**config.mk**
```make
export PLATFORM = sky130hd
export DESIGN_NAME = tilde_string_unescaper_flat
export DESIGN_NICKNAME = d
export VERILOG_FILES = /design/src/design/tsu_pkg.sv /design/src/design/tsu_if.sv /design/src/design/tsu_decode.sv /design/src/design/tsu_runbuf.sv /design/src/design/tilde_string_unescaper.sv /design/src/flat_wrapper.sv
export VERILOG_INCLUDE_DIRS = /design/src /design/src/design
export SDC_FILE = /design/constraint.sdc
export NUM_CORES = 1
export LEC_CHECK = 0
export ABC_AREA = 1
export BUFFER_PORTS_ARGS = -buffer_cell sky130_fd_sc_hd__buf_2
export CAP_MARGIN = 40
export CORE_MARGIN = 3
export CORE_UTILIZATION = 63
export DETAILED_ROUTE_END_ITERATION = 8
export PLACE_DENSITY = 0.81
export RECOVER_POWER = 50
export SLEW_MARGIN = 10
export SYNTH_ARGS = -nofsm -noshare
export SYNTH_HDL_FRONTEND = slang
export SYNTH_SLANG_ARGS = --single-unit
```
**constraint.sdc**
```tcl
create_clock -name i_clk -period 7.6 [get_ports i_clk]
set_clock_uncertainty 0.2 [all_clocks]
set_input_delay 0.76 -clock i_clk [delete_from_list [all_inputs] [get_ports i_clk]]
set_output_delay 0.76 -clock i_clk [all_outputs]
set_load 0.02 [all_outputs]
```
**src/design/assert_macros.svh**
```systemverilog
// Assertion macros for the RTL files.
// No dependencies; included by files that carry concurrent assertions.
`ifndef ASSERT_MACROS_SVH
`define ASSERT_MACROS_SVH

// Check a property on every clock edge outside reset.
`define ASSERT_RST(label, clk, rst_n, prop, msg) \
    label: assert property (@(posedge clk) disable iff (!rst_n) prop) \
        else $error(msg);

// Check that a condition in one cycle implies another in the next cycle.
`define ASSERT_NEXT(label, clk, rst_n, ante, cons, msg) \
    label: assert property (@(posedge clk) disable iff (!rst_n) (ante) |=> (cons)) \
        else $error(msg);

`endif

```
**src/design/tsu_pkg.sv**
```systemverilog
// Types and constants of the tilde string unescaper.
// No dependencies; used by the interfaces, decode, result buffer and top level.
`default_nettype none

package tsu_pkg;

    localparam int LEN_W   = 13;
    localparam int LIMIT_W = 12;
    localparam int BYTE_W  = 8;
    localparam int MAX_RES = 4;
    localparam int CNT_W   = 3;
    localparam int POS_W   = 2;

    localparam logic [BYTE_W-1:0] BYTE_LEAD_MIN = 8'h81;
    localparam logic [BYTE_W-1:0] BYTE_TILDE    = 8'h7E;
    localparam logic [BYTE_W-1:0] BYTE_ANGLE    = 8'h3C;
    localparam logic [BYTE_W-1:0] BYTE_ESC      = 8'h1B;
    localparam logic [BYTE_W-1:0] BYTE_BRACKET  = 8'h5B;
    localparam logic [BYTE_W-1:0] BYTE_LF       = 8'h0A;
    localparam logic [BYTE_W-1:0] BYTE_CR       = 8'h0D;
    localparam logic [BYTE_W-1:0] BYTE_SPACE    = 8'h20;
    localparam logic [BYTE_W-1:0] BYTE_TAB      = 8'h09;
    localparam logic [BYTE_W-1:0] BYTE_VT       = 8'h0B;
    localparam logic [BYTE_W-1:0] BYTE_FF       = 8'h0C;

    typedef enum logic [1:0] {
        KIND_DATA = 2'd0,
        KIND_DONE = 2'd1,
        KIND_EOF  = 2'd2,
        KIND_LONG = 2'd3
    } t_kind;

    typedef struct packed {
        logic [BYTE_W-1:0] out_byte;
        t_kind             kind;
    } t_result;

    typedef struct packed {
        logic [CNT_W-1:0]          cnt;
        t_result [MAX_RES-1:0]     res;
    } t_run;

    typedef struct packed {
        logic             in_body;
        logic             lead_byte_seen;
        logic             angle_pending;
        logic [LEN_W-1:0] body_length;
    } t_state;

endpackage

`default_nettype wire

```
**src/design/tsu_if.sv**
```systemverilog
// Valid/ready channel interfaces: input bytes, results and the limit register write.
// Depends on tsu_pkg for field widths.
`default_nettype none

interface tsu_in_if;
    logic                      valid;
    logic                      ready;
    logic [tsu_pkg::BYTE_W-1:0] in_byte;
    logic                      end_of_input;

    modport source (output valid, output in_byte, output end_of_input, input ready);
    modport sink   (input valid, input in_byte, input end_of_input, output ready);
endinterface

interface tsu_out_if;
    logic                      valid;
    logic                      ready;
    logic [tsu_pkg::BYTE_W-1:0] out_byte;
    logic [1:0]                kind;
    logic                      last_of_run;

    modport source (output valid, output out_byte, output kind, output last_of_run,
                    input ready);
    modport sink   (input valid, input out_byte, input kind, input last_of_run,
                    output ready);
endinterface

interface tsu_cfg_if;
    logic                       valid;
    logic                       ready;
    logic [tsu_pkg::LIMIT_W-1:0] data;

    modport source (output valid, output data, input ready);
    modport sink   (input valid, input data, output ready);
endinterface

`default_nettype wire

```
**src/design/tsu_decode.sv**
```systemverilog
// Single-pass decode of one input byte into up to four results and the next state.
// Depends on tsu_pkg.
`default_nettype none

module tsu_decode (
    input  wire logic [tsu_pkg::BYTE_W-1:0]  i_byte,
    input  wire logic                        i_eoi,
    input  wire tsu_pkg::t_state             i_state,
    input  wire logic [tsu_pkg::LIMIT_W-1:0] i_limit,
    output tsu_pkg::t_run                    o_run,
    output tsu_pkg::t_state                  o_state
);

    function automatic logic is_blank(input logic [tsu_pkg::BYTE_W-1:0] b);
        return b == tsu_pkg::BYTE_SPACE || b == tsu_pkg::BYTE_TAB ||
               b == tsu_pkg::BYTE_LF    || b == tsu_pkg::BYTE_VT  ||
               b == tsu_pkg::BYTE_FF    || b == tsu_pkg::BYTE_CR;
    endfunction

    function automatic tsu_pkg::t_run push(input tsu_pkg::t_run r, input tsu_pkg::t_kind k,
                                           input logic [tsu_pkg::BYTE_W-1:0] b);
        tsu_pkg::t_run n;
        n = r;
        n.res[r.cnt[tsu_pkg::POS_W-1:0]].out_byte = b;
        n.res[r.cnt[tsu_pkg::POS_W-1:0]].kind     = k;
        n.cnt = r.cnt + tsu_pkg::CNT_W'(1);
        return n;
    endfunction

    tsu_pkg::t_run   run;
    tsu_pkg::t_state st;
    logic            check;
    logic            skip;
    logic            core;
    logic            ended;
    logic            prev_lead;

    always_comb begin
        run       = '0;
        st        = i_state;
        check     = 1'b0;
        skip      = !i_state.in_body;
        core      = 1'b0;
        ended     = 1'b0;
        prev_lead = 1'b0;

        // pending single '<'
        if (i_state.in_body && i_state.angle_pending) begin
            st.angle_pending = 1'b0;
            if (i_byte == tsu_pkg::BYTE_ANGLE) begin
                run = push(run, tsu_pkg::KIND_DATA, tsu_pkg::BYTE_ESC);
                run = push(run, tsu_pkg::KIND_DATA, tsu_pkg::BYTE_BRACKET);
                st.body_length    = st.body_length + tsu_pkg::LEN_W'(2);
                st.lead_byte_seen = 1'b0;
                if (i_eoi) begin
                    run = push(run, tsu_pkg::KIND_EOF, '0);
                    st  = '0;
                end
            end else begin
                run = push(run, tsu_pkg::KIND_DATA, tsu_pkg::BYTE_ANGLE);
                st.body_length = st.body_length + tsu_pkg::LEN_W'(1);
                if (i_eoi) begin
                    run = push(run, tsu_pkg::KIND_EOF, '0);
                    st  = '0;
                end else begin
                    check = 1'b1;
                end
            end
        end else if (i_state.in_body) begin
            check = 1'b1;
        end

        // length check ahead of a body byte
        if (check) begin
            if (st.body_length > {1'b0, i_limit}) begin
                run  = push(run, tsu_pkg::KIND_LONG, '0);
                st   = '0;
                skip = 1'b1;
            end else begin
                core = 1'b1;
            end
        end

        // skip phase
        if (skip) begin
            if (i_byte == tsu_pkg::BYTE_TILDE) begin
                run = push(run, tsu_pkg::KIND_DONE, '0);
                st  = '0;
            end else if (i_eoi) begin
                run = push(run, tsu_pkg::KIND_EOF, '0);
                st  = '0;
            end else if (!is_blank(i_byte)) begin
                st         = '0;
                st.in_body = 1'b1;
                core       = 1'b1;
            end
        end

        // body byte
        if (core) begin
            prev_lead         = st.lead_byte_seen;
            st.lead_byte_seen = prev_lead ? 1'b0 : (i_byte >= tsu_pkg::BYTE_LEAD_MIN);
            if (i_byte == tsu_pkg::BYTE_LF) begin
                run = push(run, tsu_pkg::KIND_DATA, tsu_pkg::BYTE_LF);
                run = push(run, tsu_pkg::KIND_DATA, tsu_pkg::BYTE_CR);
                st.body_length = st.body_length + tsu_pkg::LEN_W'(2);
            end else if (i_byte == tsu_pkg::BYTE_CR) begin
                st.body_length = st.body_length;
            end else if (i_byte == tsu_pkg::BYTE_ANGLE) begin
                st.angle_pending = 1'b1;
            end else if (i_byte == tsu_pkg::BYTE_TILDE && !prev_lead) begin
                run   = push(run, tsu_pkg::KIND_DONE, '0);
                st    = '0;
                ended = 1'b1;
            end else begin
                run = push(run, tsu_pkg::KIND_DATA, i_byte);
                st.body_length = st.body_length + tsu_pkg::LEN_W'(1);
            end
            if (i_eoi && !ended) begin
                if (st.angle_pending) begin
                    run = push(run, tsu_pkg::KIND_DATA, tsu_pkg::BYTE_ANGLE);
                end
                run = push(run, tsu_pkg::KIND_EOF, '0);
                st  = '0;
            end
        end
    end

    assign o_run   = run;
    assign o_state = st;

endmodule

`default_nettype wire

```
**src/design/tsu_runbuf.sv**
```systemverilog
// Result buffer: holds the results of one byte and hands them out one per cycle while the output is ready.
// Depends on tsu_pkg and tsu_out_if.
`default_nettype none

module tsu_runbuf (
    input  wire logic          i_clk,
    input  wire logic          i_rst_n,
    input  wire logic          i_load,
    input  wire tsu_pkg::t_run i_run,
    output logic               o_free,
    tsu_out_if.source          o_out
);

    logic [tsu_pkg::CNT_W-1:0]          r_left;
    logic [tsu_pkg::POS_W-1:0]          r_pos;
    tsu_pkg::t_result [tsu_pkg::MAX_RES-1:0] r_res;
    logic                               fire;

    assign o_out.valid       = r_left != '0;
    assign o_out.out_byte    = r_res[r_pos].out_byte;
    assign o_out.kind        = r_res[r_pos].kind;
    assign o_out.last_of_run = r_left == tsu_pkg::CNT_W'(1);

    assign fire   = o_out.valid && o_out.ready;
    assign o_free = (r_left == '0) || (r_left == tsu_pkg::CNT_W'(1) && fire);

    always_ff @(posedge i_clk) begin
        if (!i_rst_n) begin
            r_left <= '0;
            r_pos  <= '0;
        end else if (i_load) begin
            r_left <= i_run.cnt;
            r_pos  <= '0;
        end else if (fire) begin
            r_left <= r_left - tsu_pkg::CNT_W'(1);
            r_pos  <= r_pos + tsu_pkg::POS_W'(1);
        end
    end

    always_ff @(posedge i_clk) begin
        if (i_load) begin
            r_res <= i_run.res;
        end
    end

endmodule

`default_nettype wire

```
**src/design/tilde_string_unescaper.sv**
```systemverilog
// Tilde string unescaper: takes one raw byte per transfer and returns the string bytes
// and end markers it causes, one result per output transfer. A byte enters the input
// register, is decoded in one pass and its zero to four results are loaded into the
// result buffer once it is free. One byte per cycle is sustained while each byte
// gives at most one result and the output is ready; a byte with n results (n from 1 to 4)
// holds the result buffer until all n have transferred, since it drains one result per
// output transfer. Bytes that give no result (skip-phase blanks, CR) pass at one per cycle
// while the result buffer is free. The limit register takes a write in any cycle.
// Depends on tsu_pkg, tsu_if, tsu_decode, tsu_runbuf and assert_macros.svh.
`default_nettype none
`include "assert_macros.svh"

module tilde_string_unescaper #(
    parameter int MAX_LEN = 4096
) (
    input  wire logic i_clk,
    input  wire logic i_rst_n,
    tsu_in_if.sink    i_in,
    tsu_cfg_if.sink   i_cfg,
    tsu_out_if.source o_out
);

    localparam int LimitRst = (MAX_LEN - 5 > 4095) ? 4095 : MAX_LEN - 5;

    logic                        r_in_valid;
    logic [tsu_pkg::BYTE_W-1:0]  r_in_byte;
    logic                        r_in_eoi;
    tsu_pkg::t_state             r_state;
    logic [tsu_pkg::LIMIT_W-1:0] r_limit;

    tsu_pkg::t_run               dec_run;
    tsu_pkg::t_state             n_state;
    logic                        buf_free;
    logic                        adv;
    logic                        in_fire;

    assign adv        = r_in_valid && buf_free;
    assign i_in.ready = !r_in_valid || buf_free;
    assign in_fire    = i_in.valid && i_in.ready;
    assign i_cfg.ready = 1'b1;

    always_ff @(posedge i_clk) begin
        if (!i_rst_n) begin
            r_in_valid <= 1'b0;
            r_state    <= '0;
            r_limit    <= tsu_pkg::LIMIT_W'(LimitRst);
        end else begin
            if (in_fire) begin
                r_in_valid <= 1'b1;
            end else if (adv) begin
                r_in_valid <= 1'b0;
            end
            if (adv) begin
                r_state <= n_state;
            end
            if (i_cfg.valid) begin
                r_limit <= i_cfg.data;
            end
        end
    end

    always_ff @(posedge i_clk) begin
        if (in_fire) begin
            r_in_byte <= i_in.in_byte;
            r_in_eoi  <= i_in.end_of_input;
        end
    end

    tsu_decode u_decode (
        .i_byte  (r_in_byte),
        .i_eoi   (r_in_eoi),
        .i_state (r_state),
        .i_limit (r_limit),
        .o_run   (dec_run),
        .o_state (n_state)
    );

    tsu_runbuf u_runbuf (
        .i_clk   (i_clk),
        .i_rst_n (i_rst_n),
        .i_load  (adv),
        .i_run   (dec_run),
        .o_free  (buf_free),
        .o_out   (o_out)
    );

    `ASSERT_RST(a_skip_clear, i_clk, i_rst_n,
        !r_state.in_body |-> (!r_state.angle_pending && !r_state.lead_byte_seen &&
        r_state.body_length == '0), "skip phase state not cleared")

    `ASSERT_RST(a_marker_zero, i_clk, i_rst_n,
        (o_out.valid && o_out.kind != tsu_pkg::KIND_DATA) |-> o_out.out_byte == '0,
        "marker result carries a nonzero byte")

    `ASSERT_RST(a_end_last, i_clk, i_rst_n,
        (o_out.valid && !o_out.last_of_run) |->
        (o_out.kind == tsu_pkg::KIND_DATA || o_out.kind == tsu_pkg::KIND_LONG),
        "string end not last of its run")

    `ASSERT_NEXT(a_drain, i_clk, i_rst_n,
        o_out.valid && o_out.ready && o_out.last_of_run && !adv, !o_out.valid,
        "result shown after run drained")

endmodule

`default_nettype wire
```
**src/flat_wrapper.sv**
```systemverilog
// flat-port wrapper written by rule: the top's interface ports become plain ports
module tilde_string_unescaper_flat 
#(
    parameter int MAX_LEN = 4096
)
  (i_clk, i_rst_n, i_in_valid, i_in_in_byte, i_in_end_of_input, i_in_ready, i_cfg_valid, i_cfg_data, i_cfg_ready, o_out_valid, o_out_out_byte, o_out_kind, o_out_last_of_run, o_out_ready);
  tsu_in_if i_in_i ();
  tsu_cfg_if i_cfg_i ();
  tsu_out_if o_out_i ();
  input  wire logic i_clk;
  input  wire logic i_rst_n;
  input wire logic [$bits(i_in_i.valid)-1:0] i_in_valid;
  input wire logic [$bits(i_in_i.in_byte)-1:0] i_in_in_byte;
  input wire logic [$bits(i_in_i.end_of_input)-1:0] i_in_end_of_input;
  output wire logic [$bits(i_in_i.ready)-1:0] i_in_ready;
  input wire logic [$bits(i_cfg_i.valid)-1:0] i_cfg_valid;
  input wire logic [$bits(i_cfg_i.data)-1:0] i_cfg_data;
  output wire logic [$bits(i_cfg_i.ready)-1:0] i_cfg_ready;
  output wire logic [$bits(o_out_i.valid)-1:0] o_out_valid;
  output wire logic [$bits(o_out_i.out_byte)-1:0] o_out_out_byte;
  output wire logic [$bits(o_out_i.kind)-1:0] o_out_kind;
  output wire logic [$bits(o_out_i.last_of_run)-1:0] o_out_last_of_run;
  input wire logic [$bits(o_out_i.ready)-1:0] o_out_ready;
  assign i_in_i.valid = i_in_valid;
  assign i_in_i.in_byte = i_in_in_byte;
  assign i_in_i.end_of_input = i_in_end_of_input;
  assign i_in_ready = i_in_i.ready;
  assign i_cfg_i.valid = i_cfg_valid;
  assign i_cfg_i.data = i_cfg_data;
  assign i_cfg_ready = i_cfg_i.ready;
  assign o_out_valid = o_out_i.valid;
  assign o_out_out_byte = o_out_i.out_byte;
  assign o_out_kind = o_out_i.kind;
  assign o_out_last_of_run = o_out_i.last_of_run;
  assign o_out_i.ready = o_out_ready;
  tilde_string_unescaper #(.MAX_LEN(MAX_LEN)) u_core (.i_clk(i_clk), .i_rst_n(i_rst_n), .i_in(i_in_i), .i_cfg(i_cfg_i), .o_out(o_out_i));
endmodule
```
==> parameters.txt, run 1 <==
Parameter                              Value

Drt
  Pre-Repair DR Iteration Count ... 9
  Wirelength per Cell ... 17.2 um
  Avg Vias per Cell ... 6.10
  Final Routed Wirelength ... 19200 um
  Detailed-route via count ... 6818
  Initial DRC count ... 1110
  DRC viols ... 0
  Antenna violation net count after detailed routing ... 0

Global route
  Overflow left after global routing ... 0
  Via count of the first global-routing pass ... 5560
  Maximum number of pins on one net before global-route repair ... 60
  Total global-route track usage ... 0.320
  First-pass GRT wire length ... 29500 um
  Antenna violations before repair ... 0

Synthesis
  Synth top cells by count ... sky130_fd_sc_hd__nand2_1 (173), sky130_fd_sc_hd__inv_1 (124), sky130_fd_sc_hd__nor2_1 (98)
  Cell types with the largest area share after synthesis ... sky130_fd_sc_hd__edfxtp_1 (22%), sky130_fd_sc_hd__dfxtp_1 (10%), sky130_fd_sc_hd__nand2_1 (9.5%)
  Synthesized net count ... 1025
  Yosys Warn Count ... 0
  Most frequent cell after synthesis ... sky130_fd_sc_hd__nand2_1
  Sequential share of the synthesized area ... 0.316
  Count of state elements after synthesis ... 83
  Mapped Cells ... 953
  Synthesized cell area ... 6820 sq um
  Cell type contributing the most total cell area after synthesis ... sky130_fd_sc_hd__edfxtp_1
  Area share of the largest cell type after synthesis ... 0.216
  Synth async-reset ratio ... 0
  Top FF cell, synth ... sky130_fd_sc_hd__edfxtp_1
  Syn Area/Cell ... 7.15 sq um
  Number of synthesized flops with an enable pin ... 49
  Distinct cell type count of the synthesized netlist ... 64

Clock tree
  Buffers inserted during post-CTS setup optimization ... 0
  Clock buffer count from CTS ... 9
  Clock latency on the worst-skew pair ... 0.38 ns
  Cell at the root of the clock tree ... sky130_fd_sc_hd__clkbuf_8
  Resized cells post-CTS ... 0
  Clock slew seen by the registers of the worst setup and hold paths ... 0.09 ns
  H-tree depth reported by CTS ... 3
  Clock tree from TritonCTS ... yes
  TritonCTS sink count ... 83
  Clock Tree Buf Depth ... 2
  Hold-fix buffers, CTS ... 0

Job
  Max-capacitance violation count ... 1

Setup path
  Critical path arrival ... 6.89 ns
  Critical path required time ... 7.53 ns
  Slowest cell delay on critical path ... 0.52 ns
  Element type at the critical path end ... flop
  Crit path max-delay family ... simple AND/OR/NAND/NOR gates
  Bufs and invs on worst path ... 6
  Worst Setup Path Type ... flop to flop
  Crit-path max FO ... 13
  Highest-delay cell along the critical path ... sky130_fd_sc_hd__edfxtp_1
  Crit path launch type ... flop

Floorplan
  FP Rows ... 37
  Die area ... 12100 sq um
  Placeable core region ... 10400 sq um
  Horiz. Die Dim ... 110 um
  Initial cell density of the core ... 0.655
  Count of pins on the block boundary ... 40
  Die Ht ... 110 um

Status
  Outcome ... complete, but fails checks
  Violated checks ... max-capacitance violations, max-slew violations

Placement
  Routability congestion estimate from global placement ... 1.03
  Total half-perimeter wirelength after legalization and detailed placement ... 14400 um
  Number of I/O port buffers ... 38

Timing
  Highest clock frequency the design can meet ... 144 MHz
  Transition at the pin with the smallest max-transition slack ... 3.15 ns
  Final cycle utilization of the critical path ... 0.916
  Setup repair after global routing missed its margin ... no
  Final Setup Violations ... 0
  Clock period minus final worst setup slack ... 6.96 ns
  Number of max-slew violations in the final report ... 60
  Hold violation total from the final report ... 0
  Setup total negative slack ... 0 ns
  Relative slew margins ... -1.10

Finish
  Share of post-route cells with drive strength above 1 ... 0.128
  Final-layout fill cell count ... 889
  Number of nets in the layout ... 1048
  Register area ... 2150 sq um
  Synthesis-to-layout area growth ... 6.46%
  Count of antenna diodes in the layout ... 0
  Area of combinational cells with multiple inputs ... 3980 sq um

Power
  Leakage Power ... 3.34 nW
  Power Density ... 236 nW/um^2
  Maximum VDD drop ... 0.142 mV
  Sum of internal, switching and leakage power ... 1.72 mW

Hold path
  Worst min path class ... flop to flop
[logic make-up after synthesis]
family / count (synthesis) / synth area share
AO/OA/AOI/OAI: 213 / 0.178
XOR/XNOR: 13 / 0.0233
adder cells (fa/ha/maj): 46 / 0.0844
buffers and inverters: 171 / 0.102
flip-flops: 83 / 0.316
other: 1 / 0.000550
AND/OR/NAND/NOR: 426 / 0.296
[layout by cell type, fill, tap and decap left out, types with 4 or more instances in the layout]
cell type                    n
sky130_fd_sc_hd__inv_1     124
sky130_fd_sc_hd__nor2_1     97
sky130_fd_sc_hd__nand2_4     7
sky130_fd_sc_hd__buf_4       5
sky130_fd_sc_hd__nand4_1    19
sky130_fd_sc_hd__o211ai_1    5
sky130_fd_sc_hd__buf_2      35
sky130_fd_sc_hd__nor3_1     16
sky130_fd_sc_hd__a21oi_1    59
sky130_fd_sc_hd__o21ai_1     8
sky130_fd_sc_hd__nor4_1      5
sky130_fd_sc_hd__o21ai_2     5
sky130_fd_sc_hd__nor2_2      6
sky130_fd_sc_hd__xor2_1      7
sky130_fd_sc_hd__dfxtp_1    34
sky130_fd_sc_hd__inv_6       4
sky130_fd_sc_hd__nand2_2    14
sky130_fd_sc_hd__nand3_1    68
sky130_fd_sc_hd__nand2_1   173
sky130_fd_sc_hd__o21ai_0    89
sky130_fd_sc_hd__o22ai_1    10
sky130_fd_sc_hd__nand3_2     4
sky130_fd_sc_hd__ha_1       46
sky130_fd_sc_hd__inv_2      10
sky130_fd_sc_hd__edfxtp_1   49
sky130_fd_sc_hd__clkbuf_1    5
sky130_fd_sc_hd__clkbuf_8    9
sky130_fd_sc_hd__nor2_4      5
sky130_fd_sc_hd__a31oi_1    15
[power breakdown]
part / switching, mW / internal, mW
Clock: 0.176 / 0.155
Sequential: 0.0728 / 0.592
Combinational: 0.505 / 0.215
Total: 0.754 / 0.962
[routing by layer]
metal / share of wire / vias to the layer above / wire length (um) / track usage
met4: 0.020 / 0 / 380 / 0.0980
li1: - / 3262 / - / -
met5: 0 / - / 0 / 0
met3: 0.12 / 43 / 2330 / 0.0722
met1: 0.45 / 3104 / 8670 / 0.510
met2: 0.41 / 409 / 7790 / 0.424
[worst min-delay path, delay by kind of cell, from the launching register on]
family,cells,cell delay [ns]
buffers and inverters,1,0.06
DFF,1,0.31
AOI/OAI and AO/OA,1,0.06
[state kept, by name (all words and copies together), names as in the netlist]
| register | count |
|---|---|
| u_core.r_in_byte | 8 |
| u_core.u_runbuf.r_res | 40 |
| u_core.r_limit | 12 |
| u_core.r_in_eoi | 1 |
| u_core.r_in_valid | 1 |
| u_core.r_state | 16 |
| u_core.u_runbuf.r_left | 3 |
| u_core.u_runbuf.r_pos | 2 |
[cell type report]
type / count / area share
inverter: 139 / 0.0736
clock inverter: 6 / 0.00965
clock buffer: 10 / 0.0176
timing repair buffer: 44 / 0.0314
multi-input combinational: 699 / 0.548
tap: 136 / 0.0234
sequential: 83 / 0.297
[through the flow]
stage	worst slack, ns	cells	instance area [sq um]	hold slack [ns]	utilization
3_5_place_dp	0.782	1101	7070	0.263	0.679
3_3_place_gp	0.983	1101	7070	0.254	0.679
5_1_grt	0.132	1117	7260	0.317	0.697
4_1_cts	0.752	1117	7270	0.276	0.698
6_report	0.641	1117	7260	0.276	0.697
2_1_floorplan	1.82	953	6820	0.233	-
[worst paths after layout]
check	from	endpoint	slack, ns	depth (start not counted)
worst min register to register	u_core.r_limit[2]	u_core.r_limit[2]	0.28	2
worst min-delay path	u_core.r_limit[2]	u_core.r_limit[2]	0.28	2
worst max register to register	u_core.r_in_byte[1]	u_core.u_runbuf.r_res[2]	0.64	36
worst max-delay path	u_core.r_in_byte[1]	u_core.u_runbuf.r_res[2]	0.64	36
(Power assumes the default switching activity.)
==> run 2: changes to the inputs <==
CORE_ASPECT_RATIO = 1.1   (was default)
CTS_BUF_LIST = sky130_fd_sc_hd__clkbuf_4 sky130_fd_sc_hd__clkbuf_8 sky130_fd_sc_hd__clkbuf_16   (was default)
==> run 2 against run 1 <==
  * The flow still finishes with violations (max-capacitance violations, max-slew violations)
  * Sequential power barely moved
  * First-iteration DRC count fell by 49%
  * Register-to-register slack improved by 0.06 ns
  * Core utilization is 0.85 points higher
  * Die area about the same
  * Sequential share of layout area shrank 0.57 points
  * Global-route usage rose by 2.4 points
  * Design area is 1.9% higher
  * Largest cell class unchanged
  * Highest routed layer unchanged
==> parameters.txt, run 2 (synthesized netlist as in run 1, its figures left out) <==
Parameter                              Value

Status
  Outcome ... complete, but fails checks (unchanged)
  Violated checks ... max-capacitance violations, max-slew violations (unchanged)

Placement
  DP Cell Count ... 1108 (was 1101)
  Number of I/O port buffers ... 38 (unchanged)
  Post-detailed-placement cell area ... 7080 sq um (was 7070 sq um)
  Routability congestion estimate from global placement ... 1.07 (was 1.03)
  Total half-perimeter wirelength after legalization and detailed placement ... 15800 um (was 14400 um)

Floorplan
  Placeable core region ... 10500 sq um (was 10400 sq um)
  Horiz. Die Dim ... 105 um (was 110 um)
  Initial cell density of the core ... 0.650 (was 0.655)
  Count of pins on the block boundary ... 40 (unchanged)
  Die area ... 12100 sq um (about the same)
  FP Rows ... 39 (was 37)
  Die Ht ... 115 um (was 110 um)

Clock tree
  Cell at the root of the clock tree ... sky130_fd_sc_hd__clkbuf_16 (was sky130_fd_sc_hd__clkbuf_8)
  Resized cells post-CTS ... 0 (unchanged)
  Clock Tree Buf Depth ... 2 (unchanged)
  Clock slew seen by the registers of the worst setup and hold paths ... 0.07 ns (was 0.09 ns)
  Clock latency on the worst-skew pair ... 0.35 ns (was 0.38 ns)
  TritonCTS sink count ... 83 (unchanged)
  Clock buffer count from CTS ... 9 (unchanged)
  Hold-fix buffers, CTS ... 0 (unchanged)
  Clock tree from TritonCTS ... yes (unchanged)
  H-tree depth reported by CTS ... 3 (unchanged)
  Buffers inserted during post-CTS setup optimization ... 0 (unchanged)

Power
  Leakage Power ... 3.40 nW (was 3.34 nW)
  Power Density ... 254 nW/um^2 (was 236 nW/um^2)
  Maximum VDD drop ... 0.156 mV (was 0.142 mV)

Drt
  Initial DRC count ... 567 (was 1110)
  Antenna violation net count after detailed routing ... 0 (unchanged)
  Detailed-route via count ... 6787 (was 6818)
  Pre-Repair DR Iteration Count ... 6 (was 9)
  DRC viols ... 0 (unchanged)
  Final Routed Wirelength ... 20700 um (was 19200 um)
  Avg Vias per Cell ... 6.04 (was 6.10)
  Wirelength per Cell ... 18.4 um (was 17.2 um)

Finish
  Post-route standard cell area excluding fillers ... 7400 sq um (was 7260 sq um)
  Synthesis-to-layout area growth ... 8.53% (was 6.46%)
  Reg with most FFs ... u_core.u_runbuf.r_res (unchanged)
  Count of antenna diodes in the layout ... 0 (unchanged)
  Commonest non-fill, non-tap cells in the layout ... sky130_fd_sc_hd__nand2_1 (173), sky130_fd_sc_hd__inv_1 (124), sky130_fd_sc_hd__nor2_1 (97) (unchanged)
  Share of post-route cells with drive strength above 1 ... 0.129 (was 0.128)
  Number of nets in the layout ... 1048 (unchanged)
  Final-layout fill cell count ... 912 (was 889)
  Register area ... 2150 sq um (unchanged)
  Flip-flop count of the largest register after layout ... 40 (unchanged)
  Most frequent standard cell in the layout excluding fill and tap cells ... sky130_fd_sc_hd__nand2_1 (unchanged)
  Post-route core utilization ... 0.705 (was 0.697)
  Final cell count without fillers ... 1124 (was 1117)
  Largest registers ... u_core.u_runbuf.r_res (40), u_core.r_state (16), u_core.r_limit (12) (unchanged)
  Area of combinational cells with multiple inputs ... 3980 sq um (unchanged)

Timing
  Final cycle utilization of the critical path ... 0.908 (was 0.916)
  Hold violation total from the final report ... 0 (unchanged)
  Setup total negative slack ... 0 ns (unchanged)
  Transition at the pin with the smallest max-transition slack ... 2.96 ns (was 3.15 ns)
  Highest clock frequency the design can meet ... 145 MHz (was 144 MHz)
  Setup repair after global routing missed its margin ... no (unchanged)
  Final Setup Violations ... 0 (unchanged)
  Clock period minus final worst setup slack ... 6.90 ns (was 6.96 ns)
  Relative slew margins ... -0.974 (was -1.10)
  Number of max-slew violations in the final report ... 60 (unchanged)
  WHS ... 0.272 ns (was 0.276 ns)

Setup path
  Critical path required time ... 7.48 ns (was 7.53 ns)
  Highest-delay cell along the critical path ... sky130_fd_sc_hd__edfxtp_1 (unchanged)
  Element type at the critical path end ... flop (unchanged)
  Worst Setup Path Type ... flop to flop (unchanged)
  Slowest cell delay on critical path ... 0.49 ns (was 0.52 ns)
  Critical path arrival ... 6.78 ns (was 6.89 ns)
  Crit-path max FO ... 13 (unchanged)
  Crit path launch type ... flop (unchanged)
  Most frequent cell on the critical path ... sky130_fd_sc_hd__ha_1

Global route
  Total global-route track usage ... 0.344 (was 0.320)
  Maximum number of pins on one net before global-route repair ... 60 (unchanged)
  First-pass GRT wire length ... 32300 um (was 29500 um)
  Antenna violations before repair ... 0 (unchanged)
  Via count of the first global-routing pass ... 6315 (was 5560)
  Overflow left after global routing ... 0 (unchanged)

Hold path
  Worst min path class ... flop to flop (unchanged)

Job
  Max-capacitance violation count ... 1 (unchanged)
## run 2: cell types whose count changed in the layout (fill, tap and decap cells not counted), sizes merged
cell    delta
bufinv     +1
clkbuf     -1
clkinv     -1
inv        +1
## run 2: worst max-delay path, delay by kind of cell, from the launching register on
kind	cells	cell delay [ns]
adder cells (fa/ha/maj)	5	1.28
AND/OR/NAND/NOR	17	2.87
flip-flops	1	0.49
buffers and inverters	4	0.45
XOR/XNOR	2	0.52
AO/OA/AOI/OAI	4	0.81
## run 2: area by class of cell
type	instances	share of cell area
clock buffers	9	0.0304
clock inverters	7	0.0142
multi-input cells	699	0.537
inverters	139	0.0722
flip-flops and latches	83	0.291
repair buffers	44	0.0308
well taps	143	0.0242
## run 2: worst paths after layout
path              cells past startpoint  slack [ns]                 from                   endpoint
setup / recovery                     32        0.70  u_core.r_in_byte[0]  u_core.u_runbuf.r_res[30]
hold / removal                        2        0.27   u_core.r_state[14]         u_core.r_state[14]
setup reg to reg                     32        0.70  u_core.r_in_byte[0]  u_core.u_runbuf.r_res[30]
hold reg to reg                       2        0.27   u_core.r_state[14]         u_core.r_state[14]
## run 2: routing by layer
layer  share of wire  track usage  up-vias
met1            0.36        0.383     3038
met2            0.49        0.618      357
met5               0            0        -
li1                -            -     3269
met4           0.082        0.227        0
met3           0.068       0.0472      123
## run 2: power breakdown
| group | internal (mW) | switching [mW] |
|---|---|---|
| clock | 0.294 | 0.197 |
| sequential | 0.592 | 0.0734 |
| combinational | 0.213 | 0.509 |
## run 2: stage by stage
| step | setup WS, ns | power (mW) |
|---|---|---|
| 2_1_floorplan | 1.82 | 1.17 |
| 3_3_place_gp | 0.980 | 1.37 |
| 3_5_place_dp | 0.825 | 1.38 |
| 4_1_cts | 0.795 | 1.87 |
| 5_1_grt | 0.198 | 1.98 |
| 6_report | 0.702 | 1.88 |
